**config.mk**
```make
export PLATFORM = sky130hd
export DESIGN_NAME = vidx_ram
export DESIGN_NICKNAME = d
export VERILOG_FILES = /design/src/rtl/core/vidx_ram.sv
export SDC_FILE = /design/constraint.sdc
export NUM_CORES = 1
export LEC_CHECK = 0
export ABC_AREA = 1
export BUFFER_PORTS_ARGS = -buffer_cell sky130_fd_sc_hd__buf_4
export CAP_MARGIN = 20
export CORE_MARGIN = 2
export CORE_UTILIZATION = 65
export CTS_CLUSTER_SIZE = 16
export DETAILED_ROUTE_END_ITERATION = 8
export PLACE_DENSITY = 0.84
export SYNTH_ARGS = -nofsm -noshare
export SYNTH_HDL_FRONTEND = slang
export SYNTH_SLANG_ARGS = --single-unit
```
**constraint.sdc**
```tcl
create_clock -name clock -period 2.6 [get_ports clock]
set_clock_uncertainty 0.15 [all_clocks]
set_input_delay 0.13 -clock clock [delete_from_list [all_inputs] [get_ports clock]]
set_output_delay 0.13 -clock clock [all_outputs]
set_load 0.02 [all_outputs]
```
**src/rtl/core/vidx_ram.sv**
```systemverilog
`timescale 1ns / 1ps
// vidx_ram: generic single write port, single read port ram
// with registered read data; no dependencies
module vidx_ram #(
   parameter int WIDTH = 8,
   parameter int DEPTH = 16
) (
   input  logic                                   clock,
   input  logic                                   wr_en,
   input  logic [((DEPTH > 1) ? $clog2(DEPTH) : 1)-1:0] wr_addr,
   input  logic [WIDTH-1:0]                       wr_data,
   input  logic [((DEPTH > 1) ? $clog2(DEPTH) : 1)-1:0] rd_addr,
   output logic [WIDTH-1:0]                       rd_data
);

   logic [WIDTH-1:0] mem [DEPTH];
   logic [WIDTH-1:0] rd_data_ff;

   always_ff @(posedge clock) begin
      if (wr_en) begin
         mem[wr_addr] <= wr_data;
      end
      rd_data_ff <= mem[rd_addr];
   end

   assign rd_data = rd_data_ff;

endmodule

```
==> flow_summary.ini <==
[outcome]
status = completed

[min_path]
hold_class = input port to flip-flop
holdPathStages = 5

[floorplan]
die_y_um = 98.19
start_util_pct = 66.45
die_area_um2 = 9641
io_pins = 26
die_width_um = 98.19
coreArea_um2 = 8678
rows = 34

[clock_network]
numCtsBuffers = 17
cts_setup_buffers = 0
clock_latency_ns = 0.52
clk_pin_slew_worst_paths_ns = 0.06
cts_root_buffer = clkbuf_8
ctsHtreeMaxLevel = 4
clock_sinks = 136
cts_tree = yes
clockBufferDepth = 2

[setup_path]
endpoint_kind = flip-flop
crit_path_max_incr_delay_ns = 0.56
worstSetupPathType = input port to flip-flop
cpMostUsedCell = dlygate4sd3_1
worstPathArrival_ns = 2.79
start_kind = input port
cp.required_ns = 2.91
reg2reg_depth = 8
worstPathMaxFanout = 17
cp_slowest_cell = dlygate4sd3_1
crit_chain = dlygate4sd3_1 > buf_4 > clkinvlp_4 > nand3_1 > nand3_1 > dlygate4sd3_1 > nand2_1 > dlygate4sd3_1

[synthesis]
syn_area_um2 = 5767
syn-num-nets = 569
netlist_instances = 551
seq_area_frac_synth_pct = 69.43
syn_avg_cell_area_um2 = 10.47
synthTopCellsByArea = edfxtp_1 (67%), nand2_1 (11%), nand3_1 (8.4%)
yosysUniqueCellTypes = 12
yosysTopAreaCell = edfxtp_1
yosys_warnings = 0
synth_top_area_share_pct = 66.65
synth-seq-cells = 136

[drt]
drt_pre_antenna_iters = 8
wl_per_cell_um = 18.19
via_count = 4025
avgViaCountPerCell = 5.693
drtAntennaViolNets = 0
drt_iter0_drc = 611
wl_mm = 12.86
drcViolationCount = 0

[power]
vdd_ir_drop_max_uv = 564.4
total_leakage_power_nw = 2.888
p_total_mw = 5.183
powerDensity_nw_per_um2 = 777.7

[global_routing]
gr-usage-all-layers_pct = 27.73
grt_pass1_vias = 3944
grt_remaining_overflow = 0
grt_pass1_wl_mm = 19.89
grt_max_degree = 65
antenna_found_initial = 0

[placed_design]
finalWeightedCongestion = 0.7831
placed_cell_area_um2 = 5946
io_buffers = 25
hpwl_mm = 6.780

[finish]
drive_gt1_share_pct = 10.52
seqCellArea_um2 = 4004
layout.nets = 604
antennaDiodeCount = 0
layout_common_cells = nand2_1 (173), edfxtp_1 (128), inv_1 (99)
multi_input_area_um2 = 1214
mostFrequentLayoutCell = nand2_1
finalInstanceArea_um2 = 6664
n_fill_cell = 499
area_delta_synth_final_pct = 15.56

[sta]
hold_violations = 0
fin_tns_setup_ns = 0
period_minus_slack_ns = 2.477
fmax_ghz = 0.4038
setup_viol = 0
slew_headroom_pct = 42.28
finalMaxSlewViolations = 0
worst_pin_slew_ns = 0.8626
min_period_over_period_pct = 95.26
rsz0062_at_grt = false

[flow_run]
maxCapViolCount = 0
## report_power, final
group | internal (mW) | switching (mW) | leakage [nW] | total (mW)
registers | 2.45 | 0.0136 | 1.22 | 2.46
logic | 0.107 | 0.233 | 1.37 | 0.340
clock network | 1.50 | 0.876 | 0.293 | 2.38
total | 4.06 | 1.12 | 2.89 | 5.18
## layout make-up
class / count / area share (%)
clock buffer: 19 / 6.628
clock inverter: 13 / 2.291
inverter: 102 / 5.802
multi-input combinational: 289 / 18.21
sequential: 136 / 60.08
tap: 108 / 2.028
timing repair buffer: 40 / 4.957
## timing repair
action,in CTS,in global routing
setup endpoints to repair,0,1
resized for setup,0,1
hold buffers,12,0
hold endpoints to repair,136,0
## worst max-delay path, delay by kind of cell
| family | cells | cell delay [ns] |
|---|---|---|
| and+or+nand+nor | 3 | 0.40 |
| buffers and inverters | 5 | 2.26 |
## registers in the layout, indices dropped and copies added, names as in the netlist
name,flops
rd_data,8
mem,128
## synthesized netlist by cell type
cell	count
nand2_1	173
edfxtp_1	128
inv_1	100
nand3_1	97
nor2_1	17
buf_2	13
dfxtp_1	8
buf_6	6
buf_4	4
inv_2	2
nand3b_1	2
buf_1	1
## logic make-up after synthesis
family	Yosys count	synth area share [%]
flops	136	69.43
buf+inv	126	9.525
simple gates	289	21.05
## worst paths after layout
path	start	end	slack [ns]
setup / recovery	rd_addr[2]	rd_data[7]	0.12
hold reg to reg	mem[2][5]	rd_data[5]	0.55
setup reg to reg	mem[9][7]	rd_data[7]	0.38
hold / removal	rd_addr[1]	rd_data[5]	0.08
## per-layer routing
metal	GRT usage, %	vias up	wire length (µm)
li1	-	1838	-
met2	43.78	285	6234
met1	36.60	1846	4821
met4	13.70	0	509
met5	0	-	0
met3	6.729	56	1296
## through the flow
step / utilization [%] / instances / hold WS (ns) / worst slack, ns
after floorplan: - / 551 / 0.07887 / 1.369
after global placement: 68.51 / 663 / 0.3073 / 0.9843
after detailed placement: 68.51 / 663 / 0.3065 / 0.9314
after CTS: 76.74 / 707 / 0.05455 / 0.1551
after global routing: 76.79 / 707 / 0.1209 / 0.02723
final: 76.79 / 707 / 0.07507 / 0.1232
(Power assumes the default switching activity.)
